<file path="src/sv/itel_pkg.sv">
// ----------------------------------------------------------------------------
// Idle timeout expiry list package
// Shared widths, operation codes and parameter defaults for the expiry list.
// ----------------------------------------------------------------------------
package itel_pkg;

  // Field widths of the command, result and timeout words.
  localparam int OP_W         = 2;
  localparam int SLOT_FIELD_W = 5;
  localparam int TIMEOUT_W    = 20;

  // Default sizes handed to the top level.
  localparam int SLOTS_DEFAULT     = 32;
  localparam int TIME_BITS_DEFAULT = 32;

  // Reset value of the idle timeout register.
  localparam logic [TIMEOUT_W-1:0] TIMEOUT_RESET = 20'd1000;

  // Operation codes; the fourth code is unused and is accepted as a no-op.
  localparam logic [OP_W-1:0] OP_TOUCH  = 2'd0;
  localparam logic [OP_W-1:0] OP_REMOVE = 2'd1;
  localparam logic [OP_W-1:0] OP_TICK   = 2'd2;
  localparam logic [OP_W-1:0] OP_NOP    = 2'd3;

endpackage

</file>
<file path="src/sv/idle_timeout_expiry_list_core.sv">
// ----------------------------------------------------------------------------
// Idle timeout expiry list
// Keeps connection slots in a doubly linked list ordered by last touch and
// reports slots that were removed or whose idle deadline has passed.
// ----------------------------------------------------------------------------
//
//   channel   | direction | handshake                     | word
//   ----------+-----------+-------------------------------+-------------------------
//   command   | in        | start high while busy low     | operation, slot_index
//   result    | out       | result_valid, one cycle each  | closed_slot, last_of_run
//   timeout   | in        | timeout_valid && timeout_ready| timeout_ticks
//
// A command word is taken while busy is low and then keeps the block busy while a
// small sequencer walks the list through one shared read port per memory. Touch
// passes the unlink state (when the slot must first be unlinked) and the append
// state, remove of a present slot the unlink state, and a tick the head and check
// states for each expired slot, then head and, unless the list is empty, check to
// find the end of the run. The unused code and commands on absent or out-of-range
// slots return to idle at once. Reset is synchronous and active high; no memory is
// cleared, because link and deadline entries are read only for slots whose member
// flag is set. Results cannot be stalled: each word is shown for exactly one cycle.
//
module idle_timeout_expiry_list_core #(
  parameter int SLOTS     = itel_pkg::SLOTS_DEFAULT,
  parameter int TIME_BITS = itel_pkg::TIME_BITS_DEFAULT
) (
  input  logic                              clk,
  input  logic                              rst,
  // Command channel.
  input  logic                              start,
  output logic                              busy,
  input  logic [itel_pkg::OP_W-1:0]         operation,
  input  logic [itel_pkg::SLOT_FIELD_W-1:0] slot_index,
  // Result channel.
  output logic                              result_valid,
  output logic [itel_pkg::SLOT_FIELD_W-1:0] closed_slot,
  output logic                              last_of_run,
  // Timeout register write channel.
  input  logic                              timeout_valid,
  output logic                              timeout_ready,
  input  logic [itel_pkg::TIMEOUT_W-1:0]    timeout_ticks
);

  localparam int SLOT_W = $clog2(SLOTS);
  localparam int SF_W   = itel_pkg::SLOT_FIELD_W;
  // The deadline sum is formed wide enough for both operands, then wrapped.
  localparam int SUM_W  = (TIME_BITS > itel_pkg::TIMEOUT_W) ? TIME_BITS
                                                            : itel_pkg::TIMEOUT_W;

  // Sequencer states.
  localparam logic [2:0] ST_IDLE   = 3'd0;
  localparam logic [2:0] ST_UNLINK = 3'd1;
  localparam logic [2:0] ST_APPEND = 3'd2;
  localparam logic [2:0] ST_HEAD   = 3'd3;
  localparam logic [2:0] ST_CHECK  = 3'd4;

  // Control and list state.
  logic [2:0]                     state, state_next;
  logic [itel_pkg::OP_W-1:0]      op_reg, op_reg_next;
  logic [SLOT_W-1:0]              slot_reg, slot_reg_next;
  logic [TIME_BITS-1:0]           now_count, now_count_next;
  logic [SLOT_W-1:0]              head_slot, head_slot_next;
  logic [SLOT_W-1:0]              tail_slot, tail_slot_next;
  logic                           list_empty, list_empty_next;
  logic [SLOTS-1:0]               member_flag, member_flag_next;
  logic [itel_pkg::TIMEOUT_W-1:0] timeout_reg;

  // A popped slot waits here until the next head check tells whether it
  // ends the run.
  logic                           pend_valid, pend_valid_next;
  logic [SLOT_W-1:0]              pend_slot, pend_slot_next;

  logic                           result_valid_next;
  logic [SF_W-1:0]                closed_slot_next;
  logic                           last_of_run_next;

  // Link and deadline memories, one write and one read port each.
  logic [SLOT_W-1:0]              prev_mem [SLOTS];
  logic [SLOT_W-1:0]              next_mem [SLOTS];
  logic [TIME_BITS-1:0]           deadline_mem [SLOTS];

  logic [SLOT_W-1:0]              rd_addr;
  logic [SLOT_W-1:0]              rd_prev;
  logic [SLOT_W-1:0]              rd_next;
  logic [TIME_BITS-1:0]           rd_deadline;

  logic                           prev_we, next_we, deadline_we;
  logic [SLOT_W-1:0]              prev_wa, next_wa;
  logic [SLOT_W-1:0]              prev_wd, next_wd;
  logic [TIME_BITS-1:0]           deadline_wd;

  logic [SLOT_W-1:0]              slot_ext;
  logic                           slot_ok;
  logic                           member_hit;
  logic [SUM_W-1:0]               deadline_sum;
  logic [TIME_BITS-1:0]           age;
  logic                           expired;

  assign busy          = (state != ST_IDLE);
  assign timeout_ready = 1'b1;

  // Slot numbers at or above SLOTS are treated as absent.
  assign slot_ext   = SLOT_W'(slot_index);
  assign slot_ok    = (32'(slot_index) < SLOTS);
  assign member_hit = slot_ok && member_flag[slot_ext];

  // New deadline for a touch; wraps modulo the time counter width.
  assign deadline_sum = SUM_W'(now_count) + SUM_W'(timeout_reg);
  assign deadline_wd  = deadline_sum[TIME_BITS-1:0];

  // A deadline has passed when the wrapped age is nonzero and in the lower
  // half of the time range.
  assign age     = now_count - rd_deadline;
  assign expired = (age != '0) && !age[TIME_BITS-1];

  // While idle the memories look up the incoming slot; during a tick they
  // look up the current head.
  assign rd_addr = (state == ST_IDLE) ? slot_ext : head_slot;

  always_comb begin
    state_next        = state;
    op_reg_next       = op_reg;
    slot_reg_next     = slot_reg;
    now_count_next    = now_count;
    head_slot_next    = head_slot;
    tail_slot_next    = tail_slot;
    list_empty_next   = list_empty;
    member_flag_next  = member_flag;
    pend_valid_next   = pend_valid;
    pend_slot_next    = pend_slot;
    result_valid_next = 1'b0;
    closed_slot_next  = closed_slot;
    last_of_run_next  = last_of_run;
    prev_we           = 1'b0;
    prev_wa           = '0;
    prev_wd           = '0;
    next_we           = 1'b0;
    next_wa           = '0;
    next_wd           = '0;
    deadline_we       = 1'b0;

    unique case (state)
      ST_IDLE: begin
        if (start) begin
          op_reg_next   = operation;
          slot_reg_next = slot_ext;
          unique case (operation)
            itel_pkg::OP_TOUCH: begin
              if (slot_ok) begin
                state_next = member_hit ? ST_UNLINK : ST_APPEND;
              end
            end
            itel_pkg::OP_REMOVE: begin
              if (member_hit) begin
                state_next = ST_UNLINK;
              end
            end
            itel_pkg::OP_TICK: begin
              now_count_next = now_count + TIME_BITS'(1);
              state_next     = ST_HEAD;
            end
            default: begin
            end
          endcase
        end
      end

      ST_UNLINK: begin
        // The read data holds this slot's neighbors.
        priority if (head_slot == slot_reg && tail_slot == slot_reg) begin
          list_empty_next = 1'b1;
          head_slot_next  = '0;
          tail_slot_next  = '0;
        end else if (head_slot == slot_reg) begin
          head_slot_next = rd_next;
        end else if (tail_slot == slot_reg) begin
          tail_slot_next = rd_prev;
        end else begin
          next_we = 1'b1;
          next_wa = rd_prev;
          next_wd = rd_next;
          prev_we = 1'b1;
          prev_wa = rd_next;
          prev_wd = rd_prev;
        end
        member_flag_next[slot_reg] = 1'b0;
        if (op_reg == itel_pkg::OP_REMOVE) begin
          result_valid_next = 1'b1;
          closed_slot_next  = SF_W'(slot_reg);
          last_of_run_next  = 1'b1;
          state_next        = ST_IDLE;
        end else begin
          state_next = ST_APPEND;
        end
      end

      ST_APPEND: begin
        deadline_we = 1'b1;
        if (list_empty) begin
          head_slot_next  = slot_reg;
          list_empty_next = 1'b0;
        end else begin
          next_we = 1'b1;
          next_wa = tail_slot;
          next_wd = slot_reg;
          prev_we = 1'b1;
          prev_wa = slot_reg;
          prev_wd = tail_slot;
        end
        tail_slot_next             = slot_reg;
        member_flag_next[slot_reg] = 1'b1;
        state_next                 = ST_IDLE;
      end

      ST_HEAD: begin
        // The head's deadline and successor are read in this cycle.
        if (list_empty) begin
          if (pend_valid) begin
            result_valid_next = 1'b1;
            closed_slot_next  = SF_W'(pend_slot);
            last_of_run_next  = 1'b1;
          end
          pend_valid_next = 1'b0;
          state_next      = ST_IDLE;
        end else begin
          state_next = ST_CHECK;
        end
      end

      ST_CHECK: begin
        if (expired) begin
          if (head_slot == tail_slot) begin
            list_empty_next = 1'b1;
            head_slot_next  = '0;
            tail_slot_next  = '0;
          end else begin
            head_slot_next = rd_next;
          end
          member_flag_next[head_slot] = 1'b0;
          if (pend_valid) begin
            result_valid_next = 1'b1;
            closed_slot_next  = SF_W'(pend_slot);
            last_of_run_next  = 1'b0;
          end
          pend_valid_next = 1'b1;
          pend_slot_next  = head_slot;
          state_next      = ST_HEAD;
        end else begin
          if (pend_valid) begin
            result_valid_next = 1'b1;
            closed_slot_next  = SF_W'(pend_slot);
            last_of_run_next  = 1'b1;
          end
          pend_valid_next = 1'b0;
          state_next      = ST_IDLE;
        end
      end

      default: begin
        state_next = ST_IDLE;
      end
    endcase
  end

  // Control registers.
  always_ff @(posedge clk) begin
    if (rst) begin
      state        <= ST_IDLE;
      now_count    <= '0;
      head_slot    <= '0;
      tail_slot    <= '0;
      list_empty   <= 1'b1;
      member_flag  <= '0;
      pend_valid   <= 1'b0;
      result_valid <= 1'b0;
      timeout_reg  <= itel_pkg::TIMEOUT_RESET;
    end else begin
      state        <= state_next;
      now_count    <= now_count_next;
      head_slot    <= head_slot_next;
      tail_slot    <= tail_slot_next;
      list_empty   <= list_empty_next;
      member_flag  <= member_flag_next;
      pend_valid   <= pend_valid_next;
      result_valid <= result_valid_next;
      if (timeout_valid && timeout_ready) begin
        timeout_reg <= timeout_ticks;
      end
    end
  end

  // Payload registers.
  always_ff @(posedge clk) begin
    op_reg      <= op_reg_next;
    slot_reg    <= slot_reg_next;
    pend_slot   <= pend_slot_next;
    closed_slot <= closed_slot_next;
    last_of_run <= last_of_run_next;
  end

  // Memories with registered read data.
  always_ff @(posedge clk) begin
    if (prev_we) begin
      prev_mem[prev_wa] <= prev_wd;
    end
    if (next_we) begin
      next_mem[next_wa] <= next_wd;
    end
    if (deadline_we) begin
      deadline_mem[slot_reg] <= deadline_wd;
    end
    rd_prev     <= prev_mem[rd_addr];
    rd_next     <= next_mem[rd_addr];
    rd_deadline <= deadline_mem[rd_addr];
  end

endmodule

</file>
<file path="config.mk">
export PLATFORM = sky130hd
export DESIGN_NAME = idle_timeout_expiry_list_core
export DESIGN_NICKNAME = d
export VERILOG_FILES = /design/src/sv/itel_pkg.sv /design/src/sv/idle_timeout_expiry_list_core.sv
export SDC_FILE = /design/constraint.sdc
export NUM_CORES = 2
export LEC_CHECK = 0
export BUFFER_PORTS_ARGS = -buffer_cell sky130_fd_sc_hd__buf_2
export CORE_MARGIN = 5
export CORE_UTILIZATION = 50
export DETAILED_ROUTE_END_ITERATION = 8
export PLACE_DENSITY = 0.75
export SYNTH_ARGS = -nofsm -noshare
export SYNTH_HDL_FRONTEND = slang
export SYNTH_SLANG_ARGS = --single-unit
</file>
<file path="constraint.sdc">
create_clock -name clk -period 4.25 [get_ports clk]
set_input_delay 0.2125 -clock clk [delete_from_list [all_inputs] [get_ports clk]]
set_output_delay 0.2125 -clock clk [all_outputs]
set_load 0.01 [all_outputs]
</file>
== After elaboration in Yosys (flattened, before gate mapping) ==
Memories as Yosys holds them, arrays and structs flattened. A register that Yosys moved wholly into a read port is not among the register bits.
Cells that the tools add are included.

* $add $sub $neg: 3
* $lt $le $gt $ge: 5
* Equality and inequality tests: 23
* Multiplexer cells: 70
* Bitwise logic cells: 5
* Reduce and logical (&&, ||, !) cells: 23

{| class="wikitable"
|+ Operators by type and width
! kind !! count
|-
| 5-bit 2-to-1 mux || 22
|-
| 32-bit one-hot mux with 3 select lines || 1
|-
| 32-bit bitwise AND || 2
|-
| 32-bit inverter || 2
|-
| 5-bit one-hot mux with 3 select lines || 3
|-
| 32-bit by 1-bit adder with 32-bit output, second input constant || 1
|-
| 32-bit by 20-bit adder with 32-bit output || 1
|-
| 32-bit 2-to-1 mux || 1
|-
| 32-bit OR || 1
|-
| 32-bit nonzero test || 1
|-
| 32-bit subtractor || 1
|-
| 1-bit 2-to-1 mux || 25
|-
| 5-bit one-hot mux with 2 select lines || 2
|-
| 5-bit by 6-bit < comparator with 1-bit output, second input constant || 3
|-
| 5-bit equality test || 3
|-
| 3-bit inequality test, second input constant || 5
|-
| 2-bit inequality test, second input constant || 7
|-
| 3-bit one-hot mux with 4 select lines || 1
|-
| 4-bit AND reduction || 3
|-
| 1-bit demux with 5-bit select || 2
|-
| 5-bit by 1-bit >= comparator with 1-bit output, second input constant || 2
|-
| 3-bit 2-to-1 mux || 3
|-
| 1-bit one-hot mux with 3 select lines || 3
|-
| 3-bit one-hot mux with 3 select lines || 1
|-
| 18 further kinds || 33
|}

* Register bits after elaboration: 118
* Memory bits (writable): 1344
* Bits of input ports: 31
* Output and inout bits: 9
* Memories: 3

{| class="wikitable"
|+ Memories
! memory !! depth !! bits a word !! read ports !! clocked after memory_dff !! wr ports !! line !! source
|-
| deadline_mem || 32 || 32 || 1 || 1 || 1 || idle_timeout_expiry_list_core.sv:80 || <nowiki>logic [TIME_BITS-1:0] deadline_mem [SLOTS];</nowiki>
|-
| next_mem || 32 || 5 || 1 || 1 || 1 || idle_timeout_expiry_list_core.sv:79 || <nowiki>logic [SLOT_W-1:0] next_mem [SLOTS];</nowiki>
|-
| prev_mem || 32 || 5 || 1 || 1 || 1 || idle_timeout_expiry_list_core.sv:78 || <nowiki>logic [SLOT_W-1:0] prev_mem [SLOTS];</nowiki>
|}

== Logic depth before layout (Yosys ltp) ==
* Word-level depth: 8
* Gate-level depth with buffers: 15
* Gate-level depth less buffers: 14

== Least setup slack after synthesis ==
No wires, ideal clock.

* Path kind: flip-flop to flip-flop
* Start point: register now_count[1]
* End point: memory deadline_mem[0][25] in the netlist's numbering, data pin
* Arrival: 3.734 ns
* Setup slack: 0.129 ns
* Stages on the path, launching flop included: 13
* Buffers on the path: 0
* Period minus slack after synthesis: 4.121 ns
* Cell sequence: dfxtp_1 -> ha_1 -> a21oi_1 -> o21ai_1 -> a2111oi_0 -> o31ai_1 -> a221oi_1 -> nor2b_1 -> nor4_1 -> o41ai_1 -> a21oi_1 -> nor3_1 -> xnor2_1

* Longest elaborated chain between the ends: 1

{| class="wikitable"
|+ RTL lines
! what !! line !! source
|-
| start, declared || idle_timeout_expiry_list_core.sv:61 || <nowiki>logic [TIME_BITS-1:0] now_count, now_count_next;</nowiki>
|-
| start signal, assigned || idle_timeout_expiry_list_core.sv:279 || <nowiki>now_count <= now_count_next;</nowiki>
|-
| 32-bit by 20-bit adder with 32-bit output || idle_timeout_expiry_list_core.sv:108 || <nowiki>assign deadline_sum = SUM_W'(now_count) + SUM_W'(timeout_reg);</nowiki>
|-
| named net deadline_sum[25] || idle_timeout_expiry_list_core.sv:95 || <nowiki>logic [SUM_W-1:0] deadline_sum;</nowiki>
|-
| end, declared || idle_timeout_expiry_list_core.sv:80 ||
|}

The timed path passes the listed nets, and every way through them passes these cells.

== Final worst setup path ==
* Start point: register now_count[0]
* End point: register head_slot[1]

* Longest elaborated chain between the ends: 5
* Elaborated cells on any way between the ends: 6
* Classes of those cells: add/sub (1); eq/ne (1); reduce/logical (4)

{| class="wikitable"
|+ RTL lines
! what !! line !! source
|-
| 32-bit subtractor (*) || idle_timeout_expiry_list_core.sv:113 || <nowiki>assign age = now_count - rd_deadline;</nowiki>
|-
| 32-bit nonzero test / 1-bit zero test (equally long branches) || idle_timeout_expiry_list_core.sv:114 || <nowiki>assign expired = (age != '0) && !age[TIME_BITS-1];</nowiki>
|-
| 1-bit logical AND (*) || idle_timeout_expiry_list_core.sv:114 ||
|-
| 2-bit inequality test (no line) (*) || -- ||
|-
| 4-bit AND reduction (no line) (*) || -- ||
|-
| end signal, assigned || idle_timeout_expiry_list_core.sv:280 || <nowiki>head_slot <= head_slot_next;</nowiki>
|-
| end, declared || idle_timeout_expiry_list_core.sv:62 || <nowiki>logic [SLOT_W-1:0] head_slot, head_slot_next;</nowiki>
|}

Mark *: on every way between the ends. The rest lies on a longest branch, timed or not.
A chain may end at the register's enable or synchronous reset.

==> out/results.txt <==
post-synthesis mux area share: 13.3%
pins over their slew limit: 0
CP Buf/Inv Count: 2
highest metal used: met5
Startpoint Class: register
VDD IR max: 426 uV
Layout Nets: 3,984
Final setup viols: 0
Post-synth EDFFs: 1,362
# rows: 128
die span in x: 361 um
Starting DRT DRC Count: 4,446
Slowest cell on crit path: fa_1
CP cell instances: buf_4, inv_1, ha_1, fa_1, nand2b_1, a211o_1, a21o_1, a31oi_2, a21oi_1, a31oi_1, xor2_1, nor3_1, a21o_4, nor3_2, a311oi_1
Min-Delay Path Class: in -> reg
GRT Total Usage: 23.7%
antenna violations before repair: 3
register area: 0.0437 sq mm
Largest Register: deadline_mem
Fin. Hold Viols: 0
simple-gate share of the synthesized area: 7.60%
FMAX: 246 MHz
pin count of the biggest net entering global routing: 85
filler cell count: 8,854
PortBufs: 38
top cells by area in the synthesized netlist: edfxtp_1 67%, mux4_2 13%, dfxtp_1 4.6%
largest family of logic cells by synthesized area: multiplexers
top-count cell post-synth: edfxtp_1
HPWL Detailed: 85.4 mm
Crit. End Element: register
clk sinks: 1,504
status: complete, no violations
met2 routed WL: 76.0 mm
TritonCTS Buffers: 146
layout cells sized above 1: 21.6%
routability cong.: 0.896
Largest regs: deadline_mem x1024, next_mem x160, prev_mem x160
Synth area leader: edfxtp_1
Top Ports: 40
Cells after Synth: 3,711
Max Cap Viol: 0
Initial Utilization: 50.4%
Final Cycle Share: 95.6%
Power per Cell Area: 450 mW/mm^2
cell at the root of the clock tree: clkbuf_16
Core Region: 0.122 sq mm
fin crit period: 4.06 ns
Worst Path Required: 4.85 ns
ys async rst share: 0%
drt via density: 6.25
CTS tree: yes
Max clock buf depth: 3
CP Data Arrival Time: 4.66 ns
Total Power: 31.7 mW
Least-Margin Pin Slew: 1.29 ns
Adder-Cell Fraction of Synth Area: 1.18%
Clk Latency, worst-skew pair: 0.77 ns
Placement Cell Area: 0.0651 sq mm
FF+latch count, synth: 1,504
syn_area_per_cell: 16.6 sq um
worst clock skew: 0.0372 ns
Post-Route Utilization: 57.6%
Lkg Pwr: 24.3 nW
critical path class: reg -> reg
die area: 0.130 sq mm
CTS HTree Levels: 4
Diodes inserted: 0
Multi-input gate area: 0.0176 sq mm
final wirelength: 156 mm
design area: 0.0703 sq mm
Crit path max-delay family: compound AO/OA/AOI/OAI gates
DRT met1 WL: 57.6 mm
Congestion Overflow GR: 0
Post-synth top flop: edfxtp_1
Yosys top cell area share: 66.5%
vias: 35,200
Slew HR: 13.4%
WL/cell: 27.7 um
first-pass GRT wire length: 229 mm
Netlist cell types: 78
Clock Pin Slew Worst Setup and Hold Paths: 0.06 ns
synthesized area: 0.0615 sq mm
vias in the first global route: 35,400
first drt pass iteration count: 6
DRT antenna net count: 0
Synth Area in Compound Gates: 3.85%
Slowest Stage Delay on Critical Path: 0.40 ns
Layout area overhead: 14.3%
max reg flops: 1,024
Post-route DRC: 0
Critical Path Fanout Max: 7
met3 WL post-DR: 15.5 mm
top cells by count, synth: 1,362 x edfxtp_1, 472 x nand2_1, 346 x mux4_2
sequential element share of the synthesized area: 71.1%
Ys Warns: 0
Synth Net Count: 3,799
die height: 361 um
xor/xnor cell area share of the yosys netlist: 1.21%
[tightest hold or removal path: stages]
cell	delay, ns
buf_2	0.32
mux2i_1	0.20
nand2_1	0.06
[metal layers]
| layer | vias up | track usage, % |
|---|---|---|
| met5 | - | 0 |
| met4 | 4 | 9.64 |
| met3 | 393 | 4.98 |
| met2 | 2101 | 39.0 |
| met1 | 17800 | 31.1 |
| li1 | 14900 | - |
[stage by stage]
step | setup TNS (ns) | worst slack (ns) | hold WS, ns | instances
2_1_floorplan | 0 | 0.129 | 0.311 | 3711
3_3_place_gp | -49.93 | -0.421 | 0.427 | 5326
3_5_place_dp | -50.27 | -0.435 | 0.427 | 5326
4_1_cts | -14.79 | -0.171 | 0.00370 | 5616
5_1_grt | -0.354 | -0.0702 | 0.0697 | 5629
6_report | 0 | 0.187 | 0.0685 | 5629
[path summary, 6_finish.rpt]
| kind | to | start | slack (ns) | cells after the start |
|---|---|---|---|---|
| max | head_slot[1] | now_count[0] | 0.19 | 15 |
| min | timeout_reg[9] | timeout_valid | 0.07 | 3 |
| max reg2reg | head_slot[1] | now_count[0] | 0.19 | 15 |
| min reg2reg | pend_valid | pend_valid | 0.50 | 2 |
[final cells by class]
class | count | share of cell area [%]
flip-flops and latches | 1504 | 62.2
multi-input cells | 1949 | 25.0
clock buffers | 192 | 5.56
repair buffers | 233 | 3.14
well taps | 1625 | 2.89
clock inverters | 64 | 0.840
inverters | 62 | 0.331
[timing repair]
item	CTS	global route
gates cloned	3	2
buffers inserted	0	11
hold buffers	31	0
pin swaps	2	10
gates resized for setup	12	15
endpoints found under the hold margin	36	0
setup endpoints to repair	192	243
[report_power, final]
| group | leakage, nW | total, mW | switching, mW | internal, mW |
|---|---|---|---|---|
| registers | 14.4 | 16.3 | 0.107 | 16.2 |
| logic | 7.72 | 2.96 | 1.81 | 1.15 |
| clock network | 2.18 | 12.4 | 5.44 | 6.97 |
| total | 24.3 | 31.7 | 7.36 | 24.3 |
[cell families (layout without fill, tap and decap cells)]
kind of cell	after synthesis	after routing
and+or+nand+nor	1071	1071
DFF	1504	1504
other	1	1
xor gates and xnor gates	85	90
adders and majority gates	57	57
AOI/OAI and AO/OA	344	344
muxes	386	386
buffers and inverters	263	551
[placed cells by master (no fill, tap or decap), drive strengths merged, types with 9 or more instances in the layout]
cell,count
edfxtp,1362
nand2,472
mux4,346
nand3,245
nor2,224
buf,202
clkbuf,192
dfxtp,142
o21ai,81
a21oi,70
inv,67
ha,55
xor2,54
clkinv,48
a211oi,40
xnor2,36
o22ai,35
dlygate4sd3,31
mux2i,31
nor3,23
nand4,19
a22oi,17
a21o,17
or3,14
o21a,14
nand2b,11
nor2b,9
and2,9
and3,9
mux2,9
No activity file was read; power rests on OpenSTA's default activity.
